File: config.mk
export PLATFORM = sky130hd
export DESIGN_NAME = modular_exponentiation_top
export DESIGN_NICKNAME = d
export VERILOG_FILES = /design/src/hdl/modexp_pkg.sv /design/src/hdl/modexp_mul.sv /design/src/hdl/modexp_dp.sv /design/src/hdl/modexp_ctrl.sv /design/src/hdl/modular_exponentiation_top.sv
export VERILOG_INCLUDE_DIRS = /design/src /design/src/hdl
export SDC_FILE = /design/constraint.sdc
export NUM_CORES = 1
export LEC_CHECK = 0
export BUFFER_PORTS_ARGS = -buffer_cell sky130_fd_sc_hd__buf_2
export CAP_MARGIN = 20
export CORE_MARGIN = 2
export CORE_UTILIZATION = 60
export CTS_CLUSTER_DIAMETER = 60
export DETAILED_ROUTE_END_ITERATION = 16
export GPL_TIMING_DRIVEN = 0
export PLACE_DENSITY = 0.92
export REMOVE_ABC_BUFFERS = 1
export SYNTH_ARGS = -nofsm -noshare
export SYNTH_HDL_FRONTEND = slang
export SYNTH_SLANG_ARGS = --single-unit
File: constraint.sdc
create_clock -name clk_i -period 7.4 [get_ports clk_i]
set_input_delay 0.74 -clock clk_i [delete_from_list [all_inputs] [get_ports clk_i]]
set_output_delay 0.74 -clock clk_i [all_outputs]
set_load 0.05 [all_outputs]
File: src/hdl/modular_exponentiation_top_macros.svh
// Assertion macros shared by the modular exponentiation RTL.
// Included by the modules that carry concurrent assertions; no other dependencies.
`ifndef MODULAR_EXPONENTIATION_TOP_MACROS_SVH
`define MODULAR_EXPONENTIATION_TOP_MACROS_SVH
`ifndef SYNTHESIS
`define MEXP_ASSERT(name, clk, rstn, prop, msg) \
  name: assert property (@(posedge clk) disable iff (!rstn) prop) else $error(msg);
`define MEXP_NEVER(name, clk, rstn, cond, msg) \
  name: assert property (@(posedge clk) disable iff (!rstn) !(cond)) else $error(msg);
`else
`define MEXP_ASSERT(name, clk, rstn, prop, msg)
`define MEXP_NEVER(name, clk, rstn, cond, msg)
`endif
`endif

File: src/hdl/modexp_pkg.sv
// Package for the modular exponentiation block: field widths, defaults,
// operation codes and the controller/datapath command and status types.
`default_nettype none
package modexp_pkg;

  localparam int BASE_W        = 32;
  localparam int EXP_FIELD_W   = 63;
  localparam int EXP_WIDE_W    = 64;
  localparam int IN_DATA_W     = 96;
  localparam int POWER_W       = 32;
  localparam int OUT_DATA_W    = 32;
  localparam int CFG_W         = 32;
  localparam int MOD_WIDTH_DEF = 32;
  localparam int EXP_WIDTH_DEF = 63;
  localparam int CNT_W         = $clog2(BASE_W);

  typedef enum logic [1:0] {
    OP_REDUCE,
    OP_MULT,
    OP_SQUARE
  } op_e;

  typedef struct packed {
    logic load;
    logic start;
    op_e  opsel;
    logic wr_acc;
    logic wr_sq;
    logic shift;
    logic result_wr;
  } cmd_t;

  typedef struct packed {
    logic mul_done;
    logic exp_zero;
    logic exp_lsb;
    logic exp_rest_zero;
    logic out_busy;
  } sts_t;

endpackage
`default_nettype wire

File: src/hdl/modexp_mul.sv
// Bit-serial interleaved modular multiplier, one multiplier bit per cycle.
// Depends on modexp_pkg and the assertion macro header.
`default_nettype none
`include "modular_exponentiation_top_macros.svh"
module modexp_mul #(
  parameter int MOD_WIDTH = modexp_pkg::MOD_WIDTH_DEF
) (
  input  wire logic                          clk_i,
  input  wire logic                          rst_ni,
  input  wire logic                          start_i,
  input  wire logic [modexp_pkg::BASE_W-1:0] a_i,
  input  wire logic [MOD_WIDTH-1:0]          b_i,
  input  wire logic [MOD_WIDTH-1:0]          mod_i,
  output logic                               done_o,
  output logic [MOD_WIDTH-1:0]               p_o
);

  localparam int SW = MOD_WIDTH + 2;
  localparam int AW = modexp_pkg::BASE_W;
  localparam int CW = modexp_pkg::CNT_W;

  logic                 busy_q, busy_d;
  logic                 done_q, done_d;
  logic [CW-1:0]        cnt_q, cnt_d;
  logic [AW-1:0]        a_q, a_d;
  logic [MOD_WIDTH-1:0] b_q, b_d;
  logic [MOD_WIDTH-1:0] r_q, r_d;

  logic [SW-1:0] sum, m1, m2, diff1, diff2;
  logic [MOD_WIDTH-1:0] r_step;

  always_comb begin
    m1    = SW'(mod_i);
    m2    = SW'({mod_i, 1'b0});
    sum   = SW'({r_q, 1'b0}) + (a_q[AW-1] ? SW'(b_q) : '0);
    diff1 = sum - m1;
    diff2 = sum - m2;
    if (mod_i == '0) begin
      r_step = sum[MOD_WIDTH-1:0];
    end else if (sum >= m2) begin
      r_step = diff2[MOD_WIDTH-1:0];
    end else if (sum >= m1) begin
      r_step = diff1[MOD_WIDTH-1:0];
    end else begin
      r_step = sum[MOD_WIDTH-1:0];
    end
  end

  always_comb begin
    busy_d = busy_q;
    done_d = 1'b0;
    cnt_d  = cnt_q;
    a_d    = a_q;
    b_d    = b_q;
    r_d    = r_q;
    if (start_i) begin
      busy_d = 1'b1;
      cnt_d  = '0;
      a_d    = a_i;
      b_d    = b_i;
      r_d    = '0;
    end else if (busy_q) begin
      r_d   = r_step;
      a_d   = {a_q[AW-2:0], 1'b0};
      cnt_d = cnt_q + CW'(1);
      if (cnt_q == CW'(AW - 1)) begin
        busy_d = 1'b0;
        done_d = 1'b1;
      end
    end
  end

  always_ff @(posedge clk_i or negedge rst_ni) begin
    if (!rst_ni) begin
      busy_q <= 1'b0;
      done_q <= 1'b0;
      cnt_q  <= '0;
    end else begin
      busy_q <= busy_d;
      done_q <= done_d;
      cnt_q  <= cnt_d;
    end
  end

  always_ff @(posedge clk_i) begin
    a_q <= a_d;
    b_q <= b_d;
    r_q <= r_d;
  end

  assign done_o = done_q;
  assign p_o    = r_q;

  `MEXP_NEVER(a_start_idle, clk_i, rst_ni, start_i && busy_q, "Multiply started while busy.")
  `MEXP_ASSERT(a_busy_rise, clk_i, rst_ni, $rose(busy_q) |-> $past(start_i), "Busy without a start.")
  `MEXP_ASSERT(a_done_end, clk_i, rst_ni, $fell(busy_q) |-> done_q, "Multiply ended without done.")

endmodule
`default_nettype wire

File: src/hdl/modexp_dp.sv
// Datapath: modulus register, accumulator, square, exponent shifter, result register.
// Depends on modexp_pkg and instantiates modexp_mul.
`default_nettype none
module modexp_dp #(
  parameter int MOD_WIDTH = modexp_pkg::MOD_WIDTH_DEF,
  parameter int EXP_WIDTH = modexp_pkg::EXP_WIDTH_DEF
) (
  input  wire logic                              clk_i,
  input  wire logic                              rst_ni,
  input  wire logic [modexp_pkg::IN_DATA_W-1:0]  in_data_i,
  input  wire logic                              out_ready_i,
  output logic                                   out_valid_o,
  output logic [modexp_pkg::OUT_DATA_W-1:0]      out_data_o,
  input  wire logic                              cfg_valid_i,
  input  wire logic [modexp_pkg::CFG_W-1:0]      cfg_data_i,
  input  wire modexp_pkg::cmd_t                  cmd_i,
  output modexp_pkg::sts_t                       sts_o
);

  logic [MOD_WIDTH-1:0] mod_q;
  logic [MOD_WIDTH-1:0] acc_q;
  logic [MOD_WIDTH-1:0] sq_q;
  logic [EXP_WIDTH-1:0] exp_q;
  logic [MOD_WIDTH-1:0] power_q;
  logic                 out_valid_q;

  logic [modexp_pkg::BASE_W-1:0]     mul_a;
  logic [MOD_WIDTH-1:0]              mul_b;
  logic [MOD_WIDTH-1:0]              mul_p;
  logic                              mul_done;
  logic [modexp_pkg::EXP_WIDE_W-1:0] exp_wide;

  assign exp_wide = {1'b0, in_data_i[modexp_pkg::BASE_W +: modexp_pkg::EXP_FIELD_W]};

  always_comb begin
    case (cmd_i.opsel)
      modexp_pkg::OP_MULT: begin
        mul_a = modexp_pkg::BASE_W'(acc_q);
        mul_b = sq_q;
      end
      modexp_pkg::OP_SQUARE: begin
        mul_a = modexp_pkg::BASE_W'(sq_q);
        mul_b = sq_q;
      end
      default: begin
        mul_a = in_data_i[modexp_pkg::BASE_W-1:0];
        mul_b = MOD_WIDTH'(1);
      end
    endcase
  end

  modexp_mul #(
    .MOD_WIDTH(MOD_WIDTH)
  ) u_mul (
    .clk_i  (clk_i),
    .rst_ni (rst_ni),
    .start_i(cmd_i.start),
    .a_i    (mul_a),
    .b_i    (mul_b),
    .mod_i  (mod_q),
    .done_o (mul_done),
    .p_o    (mul_p)
  );

  always_ff @(posedge clk_i or negedge rst_ni) begin
    if (!rst_ni) begin
      mod_q       <= MOD_WIDTH'(1);
      out_valid_q <= 1'b0;
    end else begin
      if (cfg_valid_i) begin
        mod_q <= cfg_data_i[MOD_WIDTH-1:0];
      end
      if (cmd_i.result_wr) begin
        out_valid_q <= 1'b1;
      end else if (out_ready_i) begin
        out_valid_q <= 1'b0;
      end
    end
  end

  always_ff @(posedge clk_i) begin
    if (cmd_i.load) begin
      acc_q <= MOD_WIDTH'(1);
      exp_q <= exp_wide[EXP_WIDTH-1:0];
    end else begin
      if (cmd_i.wr_acc) begin
        acc_q <= mul_p;
      end
      if (cmd_i.shift) begin
        exp_q <= exp_q >> 1;
      end
    end
    if (cmd_i.wr_sq) begin
      sq_q <= mul_p;
    end
    if (cmd_i.result_wr) begin
      power_q <= acc_q;
    end
  end

  always_comb begin
    sts_o.mul_done      = mul_done;
    sts_o.exp_zero      = (exp_q == '0);
    sts_o.exp_lsb       = exp_q[0];
    sts_o.exp_rest_zero = ((exp_q >> 1) == '0);
    sts_o.out_busy      = out_valid_q && !out_ready_i;
  end

  assign out_valid_o = out_valid_q;
  assign out_data_o  = modexp_pkg::OUT_DATA_W'(power_q);

endmodule
`default_nettype wire

File: src/hdl/modexp_ctrl.sv
// Controller state machine sequencing the square-and-multiply steps.
// Depends on modexp_pkg and the assertion macro header.
`default_nettype none
`include "modular_exponentiation_top_macros.svh"
module modexp_ctrl (
  input  wire logic             clk_i,
  input  wire logic             rst_ni,
  input  wire logic             in_valid_i,
  output logic                  in_ready_o,
  input  wire modexp_pkg::sts_t sts_i,
  output modexp_pkg::cmd_t      cmd_o
);

  typedef enum logic [2:0] {
    S_IDLE,
    S_REDUCE,
    S_CHECK,
    S_MULT,
    S_SQUARE,
    S_DONE
  } state_e;

  state_e state_q, state_d;

  always_comb begin
    state_d = state_q;
    cmd_o   = '0;
    cmd_o.opsel = modexp_pkg::OP_REDUCE;
    case (state_q)
      S_IDLE: begin
        if (in_valid_i) begin
          cmd_o.load  = 1'b1;
          cmd_o.start = 1'b1;
          state_d     = S_REDUCE;
        end
      end
      S_REDUCE: begin
        if (sts_i.mul_done) begin
          cmd_o.wr_sq = 1'b1;
          state_d     = S_CHECK;
        end
      end
      S_CHECK: begin
        if (sts_i.exp_zero) begin
          state_d = S_DONE;
        end else if (sts_i.exp_lsb) begin
          cmd_o.start = 1'b1;
          cmd_o.opsel = modexp_pkg::OP_MULT;
          state_d     = S_MULT;
        end else begin
          cmd_o.start = 1'b1;
          cmd_o.opsel = modexp_pkg::OP_SQUARE;
          state_d     = S_SQUARE;
        end
      end
      S_MULT: begin
        if (sts_i.mul_done) begin
          cmd_o.wr_acc = 1'b1;
          if (sts_i.exp_rest_zero) begin
            state_d = S_DONE;
          end else begin
            cmd_o.start = 1'b1;
            cmd_o.opsel = modexp_pkg::OP_SQUARE;
            state_d     = S_SQUARE;
          end
        end
      end
      S_SQUARE: begin
        if (sts_i.mul_done) begin
          cmd_o.wr_sq = 1'b1;
          cmd_o.shift = 1'b1;
          state_d     = S_CHECK;
        end
      end
      S_DONE: begin
        if (!sts_i.out_busy) begin
          cmd_o.result_wr = 1'b1;
          state_d         = S_IDLE;
        end
      end
      default: begin
        state_d = S_IDLE;
      end
    endcase
  end

  always_ff @(posedge clk_i or negedge rst_ni) begin
    if (!rst_ni) begin
      state_q <= S_IDLE;
    end else begin
      state_q <= state_d;
    end
  end

  assign in_ready_o = (state_q == S_IDLE);

  `MEXP_NEVER(a_done_state, clk_i, rst_ni, sts_i.mul_done && (state_q == S_IDLE || state_q == S_CHECK || state_q == S_DONE), "Multiply finished with no step pending.")
  `MEXP_NEVER(a_result_free, clk_i, rst_ni, cmd_o.result_wr && sts_i.out_busy, "Result written over a pending one.")
  `MEXP_ASSERT(a_accept_reduce, clk_i, rst_ni, (in_valid_i && in_ready_o) |=> (state_q == S_REDUCE), "Accepted request did not start base reduction.")

endmodule
`default_nettype wire

File: src/hdl/modular_exponentiation_top.sv
// Modular exponentiation of a streamed base and exponent by a configured modulus.
// Each request starts with a reduction of the base; then each exponent bit up to the
// highest set one takes a square if it is clear and a multiply and a square if it is
// set (the highest set bit takes only the multiply). All products come from the one
// shared bit-serial modular multiplier. One request is worked on at a time; a new
// request is taken while the previous result still waits on the output. A zero exponent
// gives 1, and a modulus of zero acts as 2 to the power MOD_WIDTH. The modulus resets
// to 1. The user must write it only while the block is idle; the block itself does not
// enforce this.
// Depends on modexp_pkg, modexp_ctrl and modexp_dp.
`default_nettype none
module modular_exponentiation_top #(
  parameter int MOD_WIDTH = modexp_pkg::MOD_WIDTH_DEF,
  parameter int EXP_WIDTH = modexp_pkg::EXP_WIDTH_DEF
) (
  input  wire logic                              clk_i,
  input  wire logic                              rst_ni,
  input  wire logic                              s_axis_tvalid_i,
  output logic                                   s_axis_tready_o,
  // Fields from bit 0: base (32 bits), exponent (63 bits), one zero pad bit.
  input  wire logic [modexp_pkg::IN_DATA_W-1:0]  s_axis_tdata_i,
  output logic                                   m_axis_tvalid_o,
  input  wire logic                              m_axis_tready_i,
  // Fields from bit 0: power (32 bits).
  output logic [modexp_pkg::OUT_DATA_W-1:0]      m_axis_tdata_o,
  input  wire logic                              cfg_valid_i,
  output logic                                   cfg_ready_o,
  input  wire logic [modexp_pkg::CFG_W-1:0]      cfg_data_i
);

  modexp_pkg::cmd_t cmd;
  modexp_pkg::sts_t sts;

  assign cfg_ready_o = 1'b1;

  modexp_ctrl u_ctrl (
    .clk_i     (clk_i),
    .rst_ni    (rst_ni),
    .in_valid_i(s_axis_tvalid_i),
    .in_ready_o(s_axis_tready_o),
    .sts_i     (sts),
    .cmd_o     (cmd)
  );

  modexp_dp #(
    .MOD_WIDTH(MOD_WIDTH),
    .EXP_WIDTH(EXP_WIDTH)
  ) u_dp (
    .clk_i      (clk_i),
    .rst_ni     (rst_ni),
    .in_data_i  (s_axis_tdata_i),
    .out_ready_i(m_axis_tready_i),
    .out_valid_o(m_axis_tvalid_o),
    .out_data_o (m_axis_tdata_o),
    .cfg_valid_i(cfg_valid_i),
    .cfg_data_i (cfg_data_i),
    .cmd_i      (cmd),
    .sts_o      (sts)
  );

endmodule
`default_nettype wire
; Yosys cells after proc, flatten, opt, wreduce, memory -nomap -nowiden
; Index checks and enable logic that the tools add are counted.
[totals]
in_bits = 133
wordCells = 85
regBits = 298
[op_classes]
n_eq_ne = 12
order_cmp = 2
add_sub_neg = 4
reduce_logical = 12
n_mux = 42
[op_table]
columns = operator, n
row1 = $mux W32, 6
row2 = $logic_not A63 Y1, 2
row3 = $mux W63, 2
row4 = $pmux W32 S2, 1
row5 = $sub A32 B32 Y32, 2
row6 = $add A33 B32 Y34, 1
row7 = $ge A34 B32 Y1, 1
row8 = $ge A34 B33 Y1, 1
row9 = $logic_not A32 Y1, 1
row10 = $mux W3, 8
row11 = $mux W1, 15
row12 = $pmux W3 S5, 1
row13 = $mux W5, 2
row14 = $eq A3 B2 Y1 const B, 2
row15 = $eq A3 B3 Y1 const B, 2
row16 = $mux W2, 3
row17 = $reduce_bool A2 Y1, 3
row18 = $add A5 B1 Y5 const B, 1
row19 = $eq A5 B5 Y1 const B, 1
row20 = $mux W4, 1
row21 = $ne A2 B1 Y1 const B, 2
row22 = $ne A2 B2 Y1 const B, 2
row23 = $pmux W2 S2, 1
row24 = $reduce_and A4 Y1, 1
row25 = other kinds (9), 10

; Longest topological paths before layout
[logic_depth]
word_depth = 7
ltp_mapped = 27

; Hierarchy
; From an unflattened synthesis, not the netlist that was laid out.
[unflattened]
cells_unflattened = 1701
hier_area_um2 = 17917.2
[modules_own_cells]
columns = module, cells_per_inst, seq_area_each_um2, instances, area_per_inst_um2
row1 = modexp_mul, 1108, 2737.6, 1, 9685.5
row2 = modexp_dp, 545, 5281.3, 1, 7878.8
row3 = modexp_ctrl, 46, 75.1, 1, 341.6
row4 = modular_exponentiation_top, 2, 0.0, 1, 11.3

; Least setup slack after synthesis
; No wires, ideal clock.
[synth_path]
path_kind = input port to flip-flop
from = input port s_axis_tvalid_i
to = register u_dp.exp_q[0], enable pin
arrival_ps = 5104
setup_slack_ps = 1735
n_path_buf = 0
cell_stages = 2
required_ps = 6839
setup_time_ps = 561
path_cell_list = mux2i_1 -> nor3_1
[synth_between]
elab_chain_len = 3
[synth_lines]
columns = element, line
row1 = "start, declared", modular_exponentiation_top.sv:18  ; input wire logic s_axis_tvalid_i,
row2 = $mux W2, modexp_ctrl.sv:31  ; if (in_valid_i) begin
row3 = $mux W1, modexp_ctrl.sv:29  ; case (state_q)
row4 = $reduce_bool A2 Y1 (no line), --
row5 = "end signal, assigned", modexp_dp.sv:84  ; exp_q <= exp_wide[EXP_WIDTH-1:0];
row6 = "end signal, assigned", modexp_dp.sv:90  ; exp_q <= exp_q >> 1;
row7 = "end, declared", modexp_dp.sv:23  ; logic [EXP_WIDTH-1:0] exp_q;
; Every way passes these cells.
; A chain may end at the register's enable or synchronous reset.

; Worst setup path in the final report
[layout_path]
from = register u_dp.u_mul.a_q[31]
to = register u_dp.u_mul.r_q[18] (netlist: u_dp.u_mul.p_o[18])
[layout_between]
elab_chain_len = 6
elab_cells_between_ends = 9
cone_classes = add/sub: 3 / order compare: 2 / mux: 4
[layout_lines]
columns = element, line
row1 = "start, declared", modexp_mul.sv:25  ; logic [AW-1:0] a_q, a_d;
row2 = "start signal, assigned", modexp_mul.sv:86  ; a_q <= a_d;
row3 = $mux W32 (*), modexp_mul.sv:35  ; sum = SW'({r_q, 1'b0}) + (a_q[AW-1] ? SW'(b_q) : '0);
row4 = $add A33 B32 Y34 (*), modexp_mul.sv:35
row5 = $sub A32 B32 Y32 / $ge A34 B32 Y1 (equally long branches), "modexp_mul.sv:36, modexp_mul.sv:42"
row6 = $mux W32, modexp_mul.sv:42  ; end else if (sum >= m1) begin
row7 = $mux W32, modexp_mul.sv:40  ; end else if (sum >= m2) begin
row8 = $mux W32 (*), modexp_mul.sv:38  ; if (mod_i == '0) begin
row9 = "end signal, assigned", modexp_mul.sv:88  ; r_q <= r_d;
row10 = "end, declared", modexp_mul.sv:27  ; logic [MOD_WIDTH-1:0] r_q, r_d;
; Mark *: on every way between the ends. The rest lies on a longest branch, timed or not.

==> results.json <==
{
  "drive_gt1_frac": 0.180,
  "area_growth_pct": 14.3,
  "synth_seq_cells": 298,
  "fin_crit_ns": 6.85,
  "final_nets": 2177,
  "yosysTopAreaCell": "edfxtp_1",
  "portBuffers": 165,
  "yosys-top-cells-area": "edfxtp_1 (32%), dfxtp_1 (7.2%), ha_1 (7.0%)",
  "io_pins": 168,
  "drc": 0,
  "hold_violations": 0,
  "wirelength_um": 52600,
  "fin_area_um2": 20300,
  "grt.total_usage": 0.332,
  "die_area_um2": 31000,
  "ys_seq_area_frac": 0.455,
  "worstMarginPinSlew_ns": 1.07,
  "rows": 63,
  "outcome": "completed",
  "grt_max_degree": 97,
  "period_share": 0.926,
  "die_h_um": 176,
  "chipWidth_um": 176,
  "worstPathArrival_ns": 7.33,
  "core_area_um2": 29400,
  "start_kind": "flop",
  "fmax_mhz": 146,
  "dr_total_vias": 15500,
  "grt_pass1_vias": 15500,
  "yosys_warnings": 0,
  "critPathMaxFanout": 18,
  "maxSlewViolCount": 0,
  "rsz0062_at_grt": "no",
  "skew_ns": 0.0310,
  "cts_buffers": 34,
  "slew_headroom": 0.287,
  "multi_input_area_um2": 9110,
  "final_cells": 2356,
  "fillers": 2070,
  "dp.cells": 2292,
  "clk_latency_ns": 0.53,
  "synth_top_area_frac": 0.323,
  "h-tree-depth": 2,
  "avgViaCountPerCell": 6.57,
  "syn_area_um2": 17800,
  "final_common_cell": "nand2_1",
  "diodes": 0,
  "cts_tree": "done",
  "grt_pass1_wl_um": 81500,
  "antenna_found_initial": 1,
  "cts_sinks": 298,
  "hp-class": "in2async",
  "async_flop_share": 0.144,
  "setup.worst_path.end_class": "flop",
  "root_buffer": "clkbuf_16",
  "dp_hpwl_um": 36300,
  "clk_pin_slew_ns": 0.06,
  "setup_tns_ns": 0,
  "drt-initial-drc-count": 1809,
  "ff_latch_area_um2": 8090,
  "synthFlopType": "edfxtp_1",
  "clock_path_buffers": 3,
  "wl_per_cell_um": 22.3,
  "placed_area_um2": 19000,
  "syn_area_per_cell_um2": 9.83,
  "grt_overflow": 0,
  "finalSetupViolCount": 0,
  "crit_required_ns": 7.87,
  "path_class": "reg2reg",
  "routabilityCongestion": 0.970,
  "final_cell_mix": "nand2_1 (208), edfxtp_1 (191), buf_2 (165)",
  "drv_cap": 0,
  "firstDrtPassIters": 8,
  "synth_cells": 1809,
  "ant_nets": 0,
  "synth.distinct_cells": 90,
  "post-route-util": 0.691,
  "start_util": 0.605,
  "synth_edf_count": 191,
  "rr_worst_depth": 25
}
## synth_stat cells, drive strengths merged (18+ instances only)
cell type	count
a21oi	160
nor4	31
edfxtp	191
nand3	31
and2	40
o21ai	125
nand4	18
dfrtp	42
mux2	66
a21o	28
nor2	118
nand2	208
xor2	39
nor3	22
a22oi	34
ha	99
inv	68
nor2b	41
and3	23
xnor2	42
dfxtp	64
buf	22
o21a	23
clkbuf	65
## cell families (layout without fill, tap and decap cells)
group | Yosys count | after routing | synth area share
AO/OA/AOI/OAI | 522 | 522 | 0.194
XOR/XNOR | 81 | 81 | 0.0399
adder cells (fa/ha/maj) | 102 | 102 | 0.0730
buffers and inverters | 156 | 313 | 0.0359
flip-flops | 298 | 298 | 0.455
multiplexers | 73 | 73 | 0.0457
other | 1 | 1 | 0.000211
AND/OR/NAND/NOR | 576 | 576 | 0.156
## area by class of cell
cell class,instances,area share
clock buffer,44,0.0462
clock inverter,16,0.0145
inverter,69,0.0127
multi-input combinational,1355,0.448
sequential,298,0.398
tap,390,0.0240
timing repair buffer,184,0.0557
## registers in the layout, indices dropped and copies added (netlist names)
signal,flops
u_dp.u_mul.done_o,1
u_dp.sq_q,32
u_dp.out_valid_o,1
u_dp.u_mul.a_q,32
u_dp.u_mul.cnt_q,5
u_dp.u_mul.busy_q,1
u_dp.mod_q,32
u_ctrl.state_q,3
u_dp.u_mul.p_o,32
u_dp.acc_q,32
u_dp.exp_q,63
u_dp.u_mul.b_q,32
u_dp.out_data_o,32
## routing by layer
metal	track usage	up-vias	routed length (µm)
li1	-	6941	-
met1	0.398	7429	19900
met2	0.588	900	26200
met3	0.0489	206	3900
met4	0.155	2	2650
met5	0	-	13
## worst paths after layout
check / startpoint / endpoint / slack, ns
hold reg to reg: u_dp.acc_q[3] / u_dp.out_data_o[3] / 0.46
hold / removal: rst_ni / u_dp.u_mul.busy_q / 0.17
setup reg to reg: u_dp.u_mul.a_q[31] / u_dp.u_mul.p_o[18] / 0.55
setup / recovery: u_dp.u_mul.a_q[31] / u_dp.u_mul.p_o[18] / 0.55
max in group asynchronous: rst_ni / u_dp.mod_q[0] / 6.64
min in group clk_i: cfg_data_i[22] / u_dp.mod_q[22] / 0.43
## repair_timing
item | in CTS | in global routing
setup endpoints to repair | 18 | 32
setup buffers | 0 | 2
hold buffers | 0 | 0
gates resized for setup | 4 | 3
## metrics by stage
stage	worst slack (ns)	hold slack [ns]
2_1_floorplan	-0.680	0.430
3_3_place_gp	-4.13	0.437
3_5_place_dp	-0.365	0.443
4_1_cts	0.0129	0.423
5_1_grt	0.142	0.182
6_report	0.545	0.166
## critical path, cell delays in order (launching register included)
cell and delay (ns):
edfxtp_1 0.37, buf_12 0.16, and2_1 0.14, ha_1 0.22, inv_1 0.07, fa_1 0.40, nor2b_1 0.17, o31ai_1 0.13
nand3b_1 0.16, nand2_1 0.06, o21ai_0 0.37, a221oi_2 0.21, o41ai_1 0.59, xnor2_1 0.23, inv_1 0.12, ha_1 0.45
and3_1 0.23, nand4_1 0.18, nor4_1 0.42, a31o_1 0.25, o31ai_1 0.13, a31oi_4 0.33, or2_2 0.54, nor2_1 0.17
a2111oi_0 0.48, a311o_1 0.19
Power is not shown: default switching activity piles up to over one toggle a cycle in this logic, so the estimate is an artifact.
